$ cat src/rtl/bmmd_pkg.sv
// ----------------------------------------------------------------------------
// bmmd_pkg
// Shared types, codes and helper functions for the banked memory map decoder.
// ----------------------------------------------------------------------------
package bmmd_pkg;

  // Width of the physical RAM offset (17..21); offset sums wrap at this width.
  localparam int PhysAddrBits = 21;
  localparam int PhysW        = 21;

  localparam logic [13:0] RomMax    = 14'h3800;
  localparam logic [15:0] RamBase   = 16'h4000;
  localparam logic [15:0] KbdBase   = 16'h3800;
  localparam logic [15:0] VidBase   = 16'h3c00;
  localparam logic [15:0] KbdHiBase = 16'hf400;
  localparam logic [15:0] VidHiBase = 16'hf800;
  localparam logic [PhysAddrBits-1:0] HalfSpan = PhysAddrBits'(32'h8000);

  typedef enum logic [2:0] {
    OP_READ   = 3'd0,
    OP_WRITE  = 3'd1,
    OP_MAP    = 3'd2,
    OP_BANK   = 3'd3,
    OP_BASE   = 3'd4,
    OP_VPAGE  = 3'd5,
    OP_ROMIN  = 3'd6,
    OP_NOP    = 3'd7
  } op_e;

  typedef enum logic [2:0] {
    RG_RAM  = 3'd0,
    RG_ROM  = 3'd1,
    RG_VID  = 3'd2,
    RG_KBD  = 3'd3,
    RG_NONE = 3'd4
  } region_e;

  typedef enum logic [2:0] {
    BCMD_DIRECT   = 3'd0,
    BCMD_HI_BELOW = 3'd2,
    BCMD_HI_BASE  = 3'd3,
    BCMD_LO_BASE  = 3'd6,
    BCMD_LO_ABOVE = 3'd7
  } bank_cmd_e;

  typedef enum logic [1:0] {
    EXP_NONE  = 2'd0,
    EXP_PORT  = 2'd1,
    EXP_PAGED = 2'd2
  } exp_kind_e;

  typedef enum logic [2:0] {
    MDL_3  = 3'd3,
    MDL_4  = 3'd4,
    MDL_4P = 3'd5
  } model_e;

  typedef enum logic [1:0] {
    CFG_MODEL   = 2'd0,
    CFG_ROM_LEN = 2'd1,
    CFG_EXP     = 2'd2
  } cfg_idx_e;

  typedef struct packed {
    logic [2:0]  model;
    logic [13:0] rom_length;
    logic [1:0]  exp_kind;
  } bmmd_cfg_t;

  typedef struct packed {
    logic [1:0]              map_sel;
    logic                    rom_in;
    logic [2:0]              bank_cmd;
    logic [20:0]             bank_origin;
    logic [PhysAddrBits-1:0] lo_off;
    logic [PhysAddrBits-1:0] hi_off;
    logic                    video_page;
  } bmmd_state_t;

  typedef struct packed {
    logic [2:0]       region;
    logic [PhysW-1:0] phys;
    logic [7:0]       read_value;
    logic             error;
  } bmmd_result_t;

  typedef struct packed {
    logic                    ok;
    logic [PhysAddrBits-1:0] lo;
    logic [PhysAddrBits-1:0] hi;
  } bank_off_t;

  function automatic logic map_legal(logic [2:0] model, logic [7:0] sel, logic rin);
    logic ok;
    ok = 1'b0;
    if (sel <= 8'd3) begin
      case (model)
        MDL_3:   ok = (sel == 8'd0) && !rin;
        MDL_4:   ok = !rin;
        MDL_4P:  ok = 1'b1;
        default: ok = 1'b0;
      endcase
    end
    return ok;
  endfunction

  // Half-space relocation offsets for a bank command and base.
  function automatic bank_off_t bank_offsets(logic [2:0] cmd, logic [20:0] base);
    bank_off_t r;
    logic [PhysAddrBits-1:0] b;
    b    = base[PhysAddrBits-1:0];
    r.ok = 1'b1;
    r.lo = '0;
    r.hi = '0;
    case (cmd)
      BCMD_DIRECT:   ;
      BCMD_HI_BELOW: r.hi = b - HalfSpan;
      BCMD_HI_BASE:  r.hi = b;
      BCMD_LO_BASE:  r.lo = b;
      BCMD_LO_ABOVE: r.lo = b + HalfSpan;
      default:       r.ok = 1'b0;
    endcase
    return r;
  endfunction

endpackage

$ cat src/rtl/bmmd_state.sv
// ----------------------------------------------------------------------------
// bmmd_state
// Configuration registers and the persistent map/bank state.
// ----------------------------------------------------------------------------
module bmmd_state (
  input  logic                 clk_i,
  input  logic                 rst_ni,
  input  logic                 cfg_we_i,
  input  logic [1:0]           cfg_index_i,
  input  logic [13:0]          cfg_data_i,
  input  logic                 upd_en_i,
  input  bmmd_pkg::bmmd_state_t st_d_i,
  output bmmd_pkg::bmmd_state_t st_q_o,
  output bmmd_pkg::bmmd_cfg_t   cfg_q_o
);
  import bmmd_pkg::*;

  bmmd_state_t st_q;
  bmmd_cfg_t   cfg_q;

  always_ff @(posedge clk_i or negedge rst_ni) begin
    if (!rst_ni) begin
      st_q.map_sel     <= '0;
      st_q.rom_in      <= 1'b0;
      st_q.bank_cmd    <= BCMD_DIRECT;
      st_q.bank_origin <= 21'h10000;
      st_q.lo_off      <= '0;
      st_q.hi_off      <= '0;
      st_q.video_page  <= 1'b0;
    end else if (upd_en_i) begin
      st_q <= st_d_i;
    end
  end

  always_ff @(posedge clk_i or negedge rst_ni) begin
    if (!rst_ni) begin
      cfg_q.model      <= MDL_4;
      cfg_q.rom_length <= 14'd14336;
      cfg_q.exp_kind   <= EXP_NONE;
    end else if (cfg_we_i) begin
      case (cfg_index_i)
        CFG_MODEL:   cfg_q.model      <= cfg_data_i[2:0];
        CFG_ROM_LEN: cfg_q.rom_length <= cfg_data_i;
        CFG_EXP:     cfg_q.exp_kind   <= cfg_data_i[1:0];
        default:     ; // drop writes beyond the register list
      endcase
    end
  end

  assign st_q_o  = st_q;
  assign cfg_q_o = cfg_q;

endmodule

$ cat src/rtl/bmmd_decode.sv
// ----------------------------------------------------------------------------
// bmmd_decode
// Single-pass decode of one operation: result fields and next state.
// ----------------------------------------------------------------------------
module bmmd_decode (
  input  logic [2:0]             op_i,
  input  logic [15:0]            addr_i,
  input  logic [7:0]             data_i,
  input  bmmd_pkg::bmmd_state_t  st_i,
  input  bmmd_pkg::bmmd_cfg_t    cfg_i,
  output bmmd_pkg::bmmd_state_t  st_d_o,
  output bmmd_pkg::bmmd_result_t res_o
);
  import bmmd_pkg::*;

  logic [13:0]             romlen;
  logic                    rd;
  logic                    rom_hit;
  logic [PhysAddrBits-1:0] ram_off;
  logic [PhysAddrBits-1:0] ram_phys;
  logic [10:0]             vid_phys;
  logic [10:0]             vid_hi_phys;
  logic [5:0]              paged_sum;
  logic [20:0]             new_base;
  logic [3:0]              model_lo;
  bank_off_t               cmd_off;
  bank_off_t               base_off;

  always_comb begin
    romlen      = (cfg_i.rom_length > RomMax) ? RomMax : cfg_i.rom_length;
    rd          = (op_i == OP_READ);
    rom_hit     = rd && (addr_i < {2'b00, romlen});
    ram_off     = addr_i[15] ? st_i.hi_off : st_i.lo_off;
    ram_phys    = PhysAddrBits'(addr_i) + ram_off;
    vid_phys    = 11'(addr_i - VidBase) + {st_i.video_page, 10'd0};
    vid_hi_phys = 11'(addr_i - VidHiBase);
    paged_sum   = {1'b0, data_i[4:1], 1'b0} + 6'd2;
    new_base    = (cfg_i.exp_kind == EXP_PORT) ? {data_i[4:0], 16'd0}
                                                : {paged_sum, 15'd0};
    model_lo    = {1'b0, st_i.rom_in, st_i.map_sel};
    cmd_off     = bank_offsets(data_i[2:0], st_i.bank_origin);
    base_off    = bank_offsets(st_i.bank_cmd, new_base);

    st_d_o           = st_i;
    res_o.region     = RG_NONE;
    res_o.phys       = '0;
    res_o.read_value = '0;
    res_o.error      = 1'b0;

    case (op_i)
      OP_READ, OP_WRITE: begin
        if (!map_legal(cfg_i.model, {6'd0, st_i.map_sel}, st_i.rom_in)) begin
          res_o.error = 1'b1;
        end else if (cfg_i.model == MDL_3 && model_lo == 4'h0) begin
          // Legacy map: RAM unrelocated above the low 16K.
          if (addr_i >= RamBase) begin
            res_o.region = RG_RAM;
            res_o.phys   = PhysW'(addr_i);
          end else if (rom_hit) begin
            res_o.region = RG_ROM;
            res_o.phys   = PhysW'(addr_i);
          end else if (addr_i >= VidBase) begin
            res_o.region = RG_VID;
            res_o.phys   = PhysW'(vid_phys);
          end else if (rd && addr_i >= KbdBase) begin
            res_o.region = RG_KBD;
            res_o.phys   = PhysW'(addr_i[9:0]);
          end
        end else if ((cfg_i.model == MDL_4 && model_lo == 4'h0) ||
                     (!rd && cfg_i.model == MDL_4P && st_i.map_sel == 2'd0)) begin
          if (addr_i >= RamBase) begin
            res_o.region = RG_RAM;
            res_o.phys   = PhysW'(ram_phys);
          end else if (rom_hit) begin
            res_o.region = RG_ROM;
            res_o.phys   = PhysW'(addr_i);
          end else if (addr_i >= VidBase) begin
            res_o.region = RG_VID;
            res_o.phys   = PhysW'(vid_phys);
          end else if (rd && addr_i >= KbdBase) begin
            res_o.region = RG_KBD;
            res_o.phys   = PhysW'(addr_i[9:0]);
          end
        end else if (st_i.map_sel == 2'd1 ||
                     (st_i.map_sel == 2'd0 && cfg_i.model == MDL_4P)) begin
          if (st_i.rom_in && rom_hit) begin
            res_o.region = RG_ROM;
            res_o.phys   = PhysW'(addr_i);
          end else if (addr_i >= RamBase || addr_i < KbdBase) begin
            res_o.region = RG_RAM;
            res_o.phys   = PhysW'(ram_phys);
          end else if (addr_i >= VidBase) begin
            res_o.region = RG_VID;
            res_o.phys   = PhysW'(vid_phys);
          end else if (rd) begin
            res_o.region = RG_KBD;
            res_o.phys   = PhysW'(addr_i[9:0]);
          end
        end else if (st_i.map_sel == 2'd2) begin
          if (addr_i < KbdHiBase) begin
            res_o.region = RG_RAM;
            res_o.phys   = PhysW'(ram_phys);
          end else if (addr_i >= VidHiBase) begin
            res_o.region = RG_VID;
            res_o.phys   = PhysW'(vid_hi_phys);
          end else if (rd) begin
            res_o.region = RG_KBD;
            res_o.phys   = PhysW'(addr_i[9:0]);
          end
        end else begin
          res_o.region = RG_RAM;
          res_o.phys   = PhysW'(ram_phys);
        end
      end
      OP_MAP: begin
        if (map_legal(cfg_i.model, data_i, st_i.rom_in)) begin
          st_d_o.map_sel = data_i[1:0];
        end else begin
          res_o.error = 1'b1;
        end
      end
      OP_BANK: begin
        // The whole byte is the command; anything above seven is unknown.
        if (cmd_off.ok && data_i[7:3] == 5'd0) begin
          st_d_o.bank_cmd = data_i[2:0];
          st_d_o.lo_off   = cmd_off.lo;
          st_d_o.hi_off   = cmd_off.hi;
        end else begin
          res_o.error = 1'b1;
        end
      end
      OP_BASE: begin
        if (addr_i[0]) begin
          res_o.read_value = (cfg_i.exp_kind == EXP_PORT) ?
                             {3'd0, st_i.bank_origin[20:16]} : 8'hFF;
        end else if (cfg_i.exp_kind == EXP_PORT || cfg_i.exp_kind == EXP_PAGED) begin
          // Reload the base and reapply the current bank command.
          st_d_o.bank_origin = new_base;
          st_d_o.lo_off      = base_off.lo;
          st_d_o.hi_off      = base_off.hi;
        end
      end
      OP_VPAGE: st_d_o.video_page = (data_i != 8'd0);
      OP_ROMIN: begin
        if (map_legal(cfg_i.model, {6'd0, st_i.map_sel}, data_i[0])) begin
          st_d_o.rom_in = data_i[0];
        end else begin
          res_o.error = 1'b1;
        end
      end
      default: ;
    endcase
  end

endmodule

$ cat src/rtl/banked_memory_map_decoder.sv
// ----------------------------------------------------------------------------
// banked_memory_map_decoder
// Maps CPU reads and writes to region and physical offset; handles map, bank,
// video page and ROM-in control operations.
// ----------------------------------------------------------------------------
// Path: an accepted item waits in the input register, is decoded in a single pass,
// and is captured in the result register, from which the result handshake is made.
// Throughput: one item per cycle while the receiver does not stall.
// Reset: map select, ROM-in, bank command, offsets and video page clear, bank
// base loads 0x10000, config returns to model 4, ROM length 14336, no
// expansion. Reset takes effect at once; no clearing pass is needed.
// ----------------------------------------------------------------------------
module banked_memory_map_decoder (
  input  logic        clk_i,
  input  logic        rst_ni,
  // input item channel
  input  logic        in_valid_i,
  output logic        in_ready_o,
  input  logic [2:0]  operation_i,
  input  logic [15:0] cpu_address_i,
  input  logic [7:0]  data_byte_i,
  // result item channel
  output logic        out_valid_o,
  input  logic        out_ready_i,
  output logic [2:0]  region_o,
  output logic [20:0] phys_address_o,
  output logic [7:0]  read_value_o,
  output logic        error_flag_o,
  // configuration write channel
  input  logic        cfg_valid_i,
  output logic        cfg_ready_o,
  input  logic [1:0]  cfg_index_i,
  input  logic [13:0] cfg_data_i
);
  import bmmd_pkg::*;

  // Input register stage.
  logic        in_valid_q;
  logic [2:0]  op_q;
  logic [15:0] addr_q;
  logic [7:0]  data_q;

  // Result register stage.
  logic         out_valid_q;
  bmmd_result_t res_q;
  bmmd_result_t res_d;

  bmmd_state_t st_q;
  bmmd_state_t st_d;
  bmmd_cfg_t   cfg_q;

  logic out_load;   // result register free or being drained this cycle
  logic advance;    // item in the input register moves into the result register
  logic in_fire;

  assign out_load   = !out_valid_q || out_ready_i;
  assign advance    = in_valid_q && out_load;
  assign in_ready_o = !in_valid_q || out_load;
  assign in_fire    = in_valid_i && in_ready_o;

  // Take configuration writes at once; send them only while no item is in flight.
  assign cfg_ready_o = 1'b1;

  always_ff @(posedge clk_i or negedge rst_ni) begin
    if (!rst_ni) begin
      in_valid_q <= 1'b0;
    end else if (in_ready_o) begin
      in_valid_q <= in_valid_i;
    end
  end

  // Payload holds while the input register is stalled.
  always_ff @(posedge clk_i) begin
    if (in_fire) begin
      op_q   <= operation_i;
      addr_q <= cpu_address_i;
      data_q <= data_byte_i;
    end
  end

  // Decode one item against the current state; the state commits only when
  // the item advances, so the next item always sees the updated state.
  bmmd_decode u_decode (
    .op_i   (op_q),
    .addr_i (addr_q),
    .data_i (data_q),
    .st_i   (st_q),
    .cfg_i  (cfg_q),
    .st_d_o (st_d),
    .res_o  (res_d)
  );

  bmmd_state u_state (
    .clk_i       (clk_i),
    .rst_ni      (rst_ni),
    .cfg_we_i    (cfg_valid_i),
    .cfg_index_i (cfg_index_i),
    .cfg_data_i  (cfg_data_i),
    .upd_en_i    (advance),
    .st_d_i      (st_d),
    .st_q_o      (st_q),
    .cfg_q_o     (cfg_q)
  );

  always_ff @(posedge clk_i or negedge rst_ni) begin
    if (!rst_ni) begin
      out_valid_q <= 1'b0;
    end else if (out_load) begin
      out_valid_q <= in_valid_q;
    end
  end

  // Hold the result while the consumer stalls.
  always_ff @(posedge clk_i) begin
    if (advance) begin
      res_q <= res_d;
    end
  end

  assign out_valid_o    = out_valid_q;
  assign region_o       = res_q.region;
  assign phys_address_o = res_q.phys;
  assign read_value_o   = res_q.read_value;
  assign error_flag_o   = res_q.error;

endmodule

$ cat config.mk
export PLATFORM = sky130hd
export DESIGN_NAME = banked_memory_map_decoder
export DESIGN_NICKNAME = d
export VERILOG_FILES = /design/src/rtl/bmmd_pkg.sv /design/src/rtl/bmmd_state.sv /design/src/rtl/bmmd_decode.sv /design/src/rtl/banked_memory_map_decoder.sv
export SDC_FILE = /design/constraint.sdc
export NUM_CORES = 1
export LEC_CHECK = 0
export ABC_AREA = 1
export BUFFER_PORTS_ARGS = -buffer_cell sky130_fd_sc_hd__buf_2
export CAP_MARGIN = 10
export CORE_MARGIN = 2
export CORE_UTILIZATION = 60
export DETAILED_ROUTE_END_ITERATION = 10
export PLACE_DENSITY = 0.89
export SYNTH_ARGS = -nofsm -noshare
export SYNTH_HDL_FRONTEND = slang
export SYNTH_SLANG_ARGS = --single-unit
$ cat constraint.sdc
create_clock -name clk_i -period 8.2 [get_ports clk_i]
set_input_delay 0.41 -clock clk_i [delete_from_list [all_inputs] [get_ports clk_i]]
set_output_delay 0.41 -clock clk_i [all_outputs]
set_load 0.02 [all_outputs]
==> reports/qor.json, run 1 <==
{
  "outcome": {
    "run_status": "finished, final reports clean"
  },
  "sta": {
    "layout_min_cycle_time_ns": 3.00,
    "timing.clock.skew_ns": 0.0106,
    "final_max_slew_viol_count": 0,
    "clock.fmax_mhz": 334,
    "final_worst_setup_slack_ns": 5.20,
    "finalHoldViolCount": 0,
    "worst_slew_margin_rel_pct": 24.6,
    "fin_crit_sh_pct": 36.5,
    "worst_pin_slew_ns": 1.13,
    "setup_total_negative_slack_ns": 0,
    "finalSetupViolations": 0,
    "rsz0062_at_grt": "no"
  },
  "route": {
    "ant_nets": 0,
    "num_vias": 4332,
    "post-route-drc-count": 0,
    "wire_per_inst_um": 15.1,
    "firstDrtPassIters": 5,
    "drt_wl_total_mm": 11.9,
    "post_drt_via_cell_ratio": 5.50,
    "drt-initial-drc-count": 365
  },
  "synthesis": {
    "synth-seq-area-share_pct": 53.2,
    "post_synth_inst_count": 590,
    "synth.ff_latch_count": 103,
    "synthFlopType": "sky130_fd_sc_hd__edfxtp_1",
    "mappedNetlistNets": 659,
    "netlist-cell-type-count": 46,
    "postSynth.asyncResetShare_pct": 43.7,
    "synth_enable_flop_cells": 58,
    "ys_top_cells_by_area": "sky130_fd_sc_hd__edfxtp_1, sky130_fd_sc_hd__dfrtp_1, sky130_fd_sc_hd__nand2_1",
    "syn-cell-area_um2": 5400,
    "synth_largest_type_area_fraction_pct": 32.2,
    "yosysTopAreaCell": "sky130_fd_sc_hd__edfxtp_1",
    "synth_area_per_cell_um2": 9.16,
    "yosys_warnings": 0
  },
  "finish": {
    "num_antenna_cells": 0,
    "ff_latch_area_um2": 2870,
    "final_design_area_no_fill_um2": 6100,
    "final_net_count": 743,
    "area.growth.synth_to_final_pct": 12.9,
    "fill_cells": 652,
    "final_layout_size_suffix_gt1_share_pct": 21.2,
    "multiInputGateArea_um2": 2150
  },
  "placement": {
    "place.port_buffers": 82,
    "place.detailed.hpwl_mm": 8.83,
    "dp_worst_setup_slack_ns": 5.25,
    "last_weighted_congestion_value_of_the_routability_driven_placer": 0.938,
    "post_dp_cell_area_um2": 5900
  },
  "setup_path": {
    "worstReg2RegStart": "u_state.cfg_q_o[15]",
    "ff2ff_path_depth": 13,
    "worst_setup_path_start_kind": "register",
    "cp_peak_stage_delay_ns": 0.53,
    "cp.arrival_ns": 3.02,
    "startpoint": "u_state.cfg_q_o[15]",
    "endpoint": "region_o[2]",
    "critical_path_cell_by_cell": "inv_1, nor3_1, nand2_1, nand2_1, ha_1, a21oi_1, o21ai_0, a311oi_4, nand2_4, nand2_4, inv_2, nand3_2, nand3_2",
    "required_time_of_the_critical_path_ns": 8.22,
    "number_of_logic_stages_on_the_critical_path_including_buffering": 13,
    "crit-reg2reg-capture": "region_o[2]",
    "critical_path.slowest_cell": "sky130_fd_sc_hd__dfstp_2",
    "crit_type": "register to register",
    "timing.reg2reg.setup_slack_ns": 5.20,
    "path_buf_inv": 2,
    "critical_path.endpoint_type": "register",
    "critical_path.max_fanout": 11,
    "cpLargestDelayFamily": "simple AND/OR/NAND/NOR gates"
  },
  "clocking": {
    "clk_transition_reported_paths_ns": 0.10,
    "cts.root.buffer_cell": "sky130_fd_sc_hd__clkbuf_8",
    "worstSkewPairLatency_ns": 0.38,
    "clock_tree.htree_level_count": 3,
    "cts_buffer_depth": 2,
    "cts.sink_count": 103,
    "cts.hold.buffers_added": 0,
    "postCtsSetupBuffers": 0,
    "tritoncts": "done",
    "cts_inserted_buffers": 9,
    "postCtsResizedCells": 0
  },
  "power": {
    "report.power.total_mw": 1.37,
    "power.leakage_nw": 2.81,
    "ir_worst_vdd_uv": 139,
    "powerDensity_nw_per_um2": 224
  },
  "floorplan": {
    "start_util_pct": 62.0,
    "die_width_um": 98.9,
    "design.die.area_um2": 9780,
    "die_h_um": 98.9,
    "core_area_um2": 8720,
    "rows": 34,
    "num_io_pins": 84
  },
  "run": {
    "timing.max_cap.violations": 0
  },
  "global_routing": {
    "largest_net_degree_at_the_start_of_global_routing": 46,
    "global_route.usage.total_pct": 25.2,
    "antenna_found_initial": 0,
    "grt_remaining_overflow": 0,
    "grt_first_pass_wirelength_mm": 19.5,
    "vias_in_the_first_global_route": 4153
  },
  "min_path": {
    "hold_path.class": "input pin to async pin"
  }
}
how the worst min path moves through the flow:
stage	endpoint	slack [ns]	cells past startpoint
4_1_cts	addr_q[6]	0.19	1
6_report	u_state.st_q_o[62]	0.19	1
5_1_grt	addr_q[3]	0.19	1
3_3_place_gp	u_state.st_q_o[41]	0.46	2
2_1_floorplan	in_valid_q	0.11	0
3_5_place_dp	u_state.st_q_o[37]	0.48	2
power breakdown:
group,switching (mW),internal [mW],total (mW)
Clock,0.189,0.145,0.334
Sequential,0.0473,0.638,0.686
Combinational,0.229,0.117,0.346
Total,0.465,0.901,1.37
worst register-to-register path, stage by stage (launching register included):
cell and delay, ns:
sky130_fd_sc_hd__dfstp_2 0.53, sky130_fd_sc_hd__inv_1 0.06, sky130_fd_sc_hd__nor3_1 0.22, sky130_fd_sc_hd__nand2_1 0.26, sky130_fd_sc_hd__nand2_1 0.13, sky130_fd_sc_hd__ha_1 0.24, sky130_fd_sc_hd__a21oi_1 0.15, sky130_fd_sc_hd__o21ai_0 0.14
sky130_fd_sc_hd__a311oi_4 0.33, sky130_fd_sc_hd__nand2_4 0.11, sky130_fd_sc_hd__nand2_4 0.10, sky130_fd_sc_hd__inv_2 0.05, sky130_fd_sc_hd__nand3_2 0.05, sky130_fd_sc_hd__nand3_2 0.27
synth_stat cells (9+ instances only):
library cell,count
sky130_fd_sc_hd__nand2_1,124
sky130_fd_sc_hd__inv_1,76
sky130_fd_sc_hd__edfxtp_1,58
sky130_fd_sc_hd__nor2_1,41
sky130_fd_sc_hd__dfrtp_1,40
sky130_fd_sc_hd__o21ai_0,40
sky130_fd_sc_hd__a21oi_1,35
sky130_fd_sc_hd__nand3_1,31
sky130_fd_sc_hd__ha_1,21
sky130_fd_sc_hd__nor3_1,14
sky130_fd_sc_hd__o21ai_1,13
sky130_fd_sc_hd__nor2_2,9
cell families (layout without fill, tap and decap cells):
family                     count (synthesis)  in the layout  share of synthesized area [%]
and+or+nand+nor                          248            248                           20.9
AOI/OAI and AO/OA                        107            107                           11.1
DFF                                      103            103                           53.2
buffers and inverters                     95            184                           7.06
adders and majority gates                 21             21                           4.86
xor gates and xnor gates                   8              8                           1.30
muxes                                      7              7                           1.46
other                                      1              1                         0.0694
per-layer routing:
| layer | up-vias | part of all wire (%) | GRT usage (%) |
|---|---|---|---|
| met3 | 29 | 6.3 | 3.12 |
| met1 | 1992 | 43 | 33.7 |
| li1 | 2141 | - | - |
| met2 | 170 | 48 | 42.3 |
| met4 | 0 | 2.5 | 9.80 |
| met5 | - | 0 | 0 |
state kept, by name (all words and copies together) (netlist names):
name / flops
addr_q: 16
data_q: 8
error_flag_o: 1
in_valid_q: 1
op_q: 3
out_valid_o: 1
phys_address_o: 21
read_value_o: 6
region_o: 3
u_state.cfg_q_o: 19
u_state.st_q_o: 24
per-stage QoR:
stage,hold WS [ns],instances,util (%)
after global routing,0.189,787,69.9
after CTS,0.195,787,69.9
after floorplan,0.114,590,-
after detailed placement,0.480,771,67.6
after global placement,0.457,771,67.6
final,0.193,787,69.9
final cells by class:
class / instances / share of cell area, %
clock buffers: 9 / 2.03
clock inverters: 7 / 1.31
inverters: 85 / 5.25
multi-input cells: 392 / 35.2
flip-flops and latches: 103 / 47.1
well taps: 108 / 2.22
repair buffers: 83 / 6.85
cell usage in the layout, fill, tap and decap left out, types with 14 or more instances in the layout:
| cell | n |
|---|---|
| sky130_fd_sc_hd__dfrtp_1 | 40 |
| sky130_fd_sc_hd__nand2_1 | 124 |
| sky130_fd_sc_hd__edfxtp_1 | 58 |
| sky130_fd_sc_hd__o21ai_0 | 40 |
| sky130_fd_sc_hd__nand3_1 | 31 |
| sky130_fd_sc_hd__nor3_1 | 14 |
| sky130_fd_sc_hd__nor2_1 | 41 |
| sky130_fd_sc_hd__a21oi_1 | 35 |
| sky130_fd_sc_hd__ha_1 | 21 |
| sky130_fd_sc_hd__buf_2 | 82 |
| sky130_fd_sc_hd__inv_1 | 76 |
No activity file was read; power rests on OpenSTA's default activity.
==> run 2: changes to the inputs <==
Settings changed: CORE_UTILIZATION 60 to 52, PLACE_DENSITY 0.89 to 0.82.
Clock period 8.2 ns to 2.65 ns, I/O delays scaled along.
==> reports/qor.json, run 2 (synthesis gave the netlist of run 1 again) <==
{
  "min_path": {
    "hold_path.class": "input pin to register",
    "hold_path_depth": 4,
    "timing.hold.worst.start": "out_ready_i",
    "worstHoldEndpoint": "out_valid_o"
  },
  "route": {
    "post_drt_via_cell_ratio": 5.48,
    "ant_nets": 0,
    "drt_wl_total_mm": 14.1,
    "wire_per_inst_um": 16.0,
    "num_vias": 4823,
    "post-route-drc-count": 0,
    "firstDrtPassIters": 6,
    "drt-initial-drc-count": 428
  },
  "sta": {
    "rsz0062_at_grt": "yes",
    "worst_pin_slew_ns": 1.05,
    "finalSetupViolations": 22,
    "fin_crit_sh_pct": 105,
    "layout_min_cycle_time_ns": 2.79,
    "timing.clock.skew_ns": 0.0229,
    "clock.fmax_mhz": 359,
    "worst_slew_margin_rel_pct": 30.1,
    "finalHoldViolCount": 0,
    "final_max_slew_viol_count": 0,
    "final_worst_setup_slack_ns": -0.139,
    "fin_worst_hold_slack_ns": 0.0526
  },
  "clocking": {
    "clk_transition_reported_paths_ns": 0.11,
    "tritoncts": "done",
    "cts.root.buffer_cell": "sky130_fd_sc_hd__clkbuf_8",
    "cts_buffer_depth": 2,
    "cts_inserted_buffers": 9,
    "cts.sink_count": 103,
    "worstSkewPairLatency_ns": 0.38,
    "clock_tree.htree_level_count": 3
  },
  "floorplan": {
    "design.die.area_um2": 11200,
    "core_area_um2": 10200,
    "rows": 37,
    "die_h_um": 106,
    "num_io_pins": 84,
    "die_width_um": 106,
    "start_util_pct": 53.1
  },
  "power": {
    "power.leakage_nw": 3.15,
    "ir_worst_vdd_uv": 340,
    "powerDensity_nw_per_um2": 637
  },
  "finish": {
    "final_design_area_no_fill_um2": 6990,
    "area.growth.synth_to_final_pct": 29.4,
    "final_layout_size_suffix_gt1_share_pct": 26.2,
    "final_cell_mix": "sky130_fd_sc_hd__nand2_1, sky130_fd_sc_hd__buf_2, sky130_fd_sc_hd__inv_1",
    "largest_reg_flops": 24,
    "num_antenna_cells": 0,
    "mostFrequentLayoutCell": "sky130_fd_sc_hd__nand2_1",
    "final_net_count": 808
  },
  "placement": {
    "place.detailed.hpwl_mm": 8.94,
    "last_weighted_congestion_value_of_the_routability_driven_placer": 0.911,
    "post_dp_cell_area_um2": 6060,
    "place.port_buffers": 82
  },
  "global_routing": {
    "grt_remaining_overflow": 0,
    "global_route.usage.total_pct": 26.5,
    "antenna_found_initial": 0,
    "grt_first_pass_wirelength_mm": 23.1,
    "largest_net_degree_at_the_start_of_global_routing": 46,
    "vias_in_the_first_global_route": 4776
  },
  "setup_path": {
    "cp_peak_stage_delay_ns": 0.42,
    "crit-reg2reg-capture": "phys_address_o[17]",
    "cp.arrival_ns": 2.91,
    "ff2ff_path_depth": 18,
    "critical_path.endpoint_type": "register",
    "crit_type": "register to register",
    "critical_path.slowest_cell": "sky130_fd_sc_hd__dfrtp_1",
    "path_buf_inv": 2,
    "cp_common_cell": "sky130_fd_sc_hd__nand2_2",
    "critical_path.max_fanout": 5,
    "timing.reg2reg.setup_slack_ns": -0.14,
    "required_time_of_the_critical_path_ns": 2.78,
    "cpLargestDelayFamily": "simple AND/OR/NAND/NOR gates",
    "worstReg2RegStart": "u_state.cfg_q_o[9]",
    "critical_path_cell_by_cell": "nor2_2, and2_0, nand2_1, nand2_2, buf_6, nand2_4, ha_4, a21oi_2, nor2_1, a211oi_2, nand2_2, nand2_4, buf_6, nand3_4, nand2_2, o21ai_2, nand2_2, a21oi_1",
    "worst_setup_path_start_kind": "register"
  },
  "run": {
    "timing.max_cap.violations": 0
  },
  "outcome": {
    "run_status": "finished, violations left",
    "violations": "negative setup slack"
  }
}
==> run 2: cell types whose count changed in the layout (fill, tap and decap cells not counted), moves of 3 or more <==
cell,delta
sky130_fd_sc_hd__nor2_4,+4
sky130_fd_sc_hd__nand3_1,-3
sky130_fd_sc_hd__clkbuf_1,+3
sky130_fd_sc_hd__buf_4,+18
sky130_fd_sc_hd__nand3_4,+3
sky130_fd_sc_hd__nand2_4,+5
sky130_fd_sc_hd__ha_4,+6
sky130_fd_sc_hd__nand2_1,-10
sky130_fd_sc_hd__dlygate4sd3_1,+41
sky130_fd_sc_hd__a21oi_2,+4
sky130_fd_sc_hd__a21oi_1,-4
sky130_fd_sc_hd__ha_1,-6
sky130_fd_sc_hd__nand2_2,+5
==> run 2: report_power, final <==
group | internal (mW) | switching (mW) | total, mW
Combinational | 0.526 | 0.827 | 1.35
Sequential | 1.97 | 0.158 | 2.13
Clock | 0.408 | 0.556 | 0.964
Total | 2.91 | 1.54 | 4.45
==> run 2: cell type report <==
type | count | area, um^2
clock buffers | 13 | 160
clock inverters | 3 | 26.3
fillers | 743 | 3190
inverters | 85 | 323
multi-input cells | 392 | 2370
flip-flops and latches | 103 | 2870
well taps | 136 | 170
repair buffers | 148 | 1070
==> run 2: routing by layer <==
metal | wire (um) | vias up | GRT usage, %
met1 | 5550 | 2254 | 32.4
met4 | 535 | 0 | 11.4
met3 | 868 | 52 | 5.09
met2 | 7170 | 243 | 45.8
li1 | - | 2274 | -
met5 | 0 | - | 0
==> run 2: timing repair <==
item | CTS | global route
setup endpoints to repair | 22 | 23
gates cloned | 1 | 0
buffers inserted | 5 | 4
hold buffers | 40 | 1
pin swaps | 25 | 17
resized for setup | 27 | 22
hold endpoints to repair | 79 | 1
==> run 2: through the flow <==
stage	setup TNS, ns	utilization [%]	worst slack [ns]	std cells	total power [mW]
3_5_place_dp	-1.47	59.5	-0.111	813	3.26
5_1_grt	-5.85	68.6	-0.292	880	4.69
3_3_place_gp	0	59.5	0.0125	813	3.20
4_1_cts	-0.0399	67.4	-0.0125	875	4.33
2_1_floorplan	0	-	0.0232	590	2.88
6_report	-2.43	68.6	-0.139	880	4.45
==> run 2: worst register-to-register path, cell delays in order (launching register included) <==
cell and delay [ns]:
sky130_fd_sc_hd__dfrtp_1 0.42, sky130_fd_sc_hd__nor2_2 0.14, sky130_fd_sc_hd__and2_0 0.18, sky130_fd_sc_hd__nand2_1 0.09, sky130_fd_sc_hd__nand2_2 0.12, sky130_fd_sc_hd__buf_6 0.15
sky130_fd_sc_hd__nand2_4 0.06, sky130_fd_sc_hd__ha_4 0.25, sky130_fd_sc_hd__a21oi_2 0.14, sky130_fd_sc_hd__nor2_1 0.06, sky130_fd_sc_hd__a211oi_2 0.20, sky130_fd_sc_hd__nand2_2 0.13
sky130_fd_sc_hd__nand2_4 0.09, sky130_fd_sc_hd__buf_6 0.10, sky130_fd_sc_hd__nand3_4 0.08, sky130_fd_sc_hd__nand2_2 0.09, sky130_fd_sc_hd__o21ai_2 0.06, sky130_fd_sc_hd__nand2_2 0.10
sky130_fd_sc_hd__a21oi_1 0.08
==> run 2: how the worst max path moves through the flow <==
stage                   startpoint            endpoint  slack [ns]  cells past startpoint
4_1_cts        u_state.cfg_q_o[11]  phys_address_o[19]       -0.01                     19
5_1_grt         u_state.cfg_q_o[9]  phys_address_o[19]       -0.29                     18
3_3_place_gp   u_state.cfg_q_o[15]  phys_address_o[16]        0.01                     13
3_5_place_dp   u_state.cfg_q_o[10]  phys_address_o[19]       -0.11                     15
6_report        u_state.cfg_q_o[9]  phys_address_o[17]       -0.14                     18
2_1_floorplan  u_state.cfg_q_o[10]         region_o[2]        0.02                     17
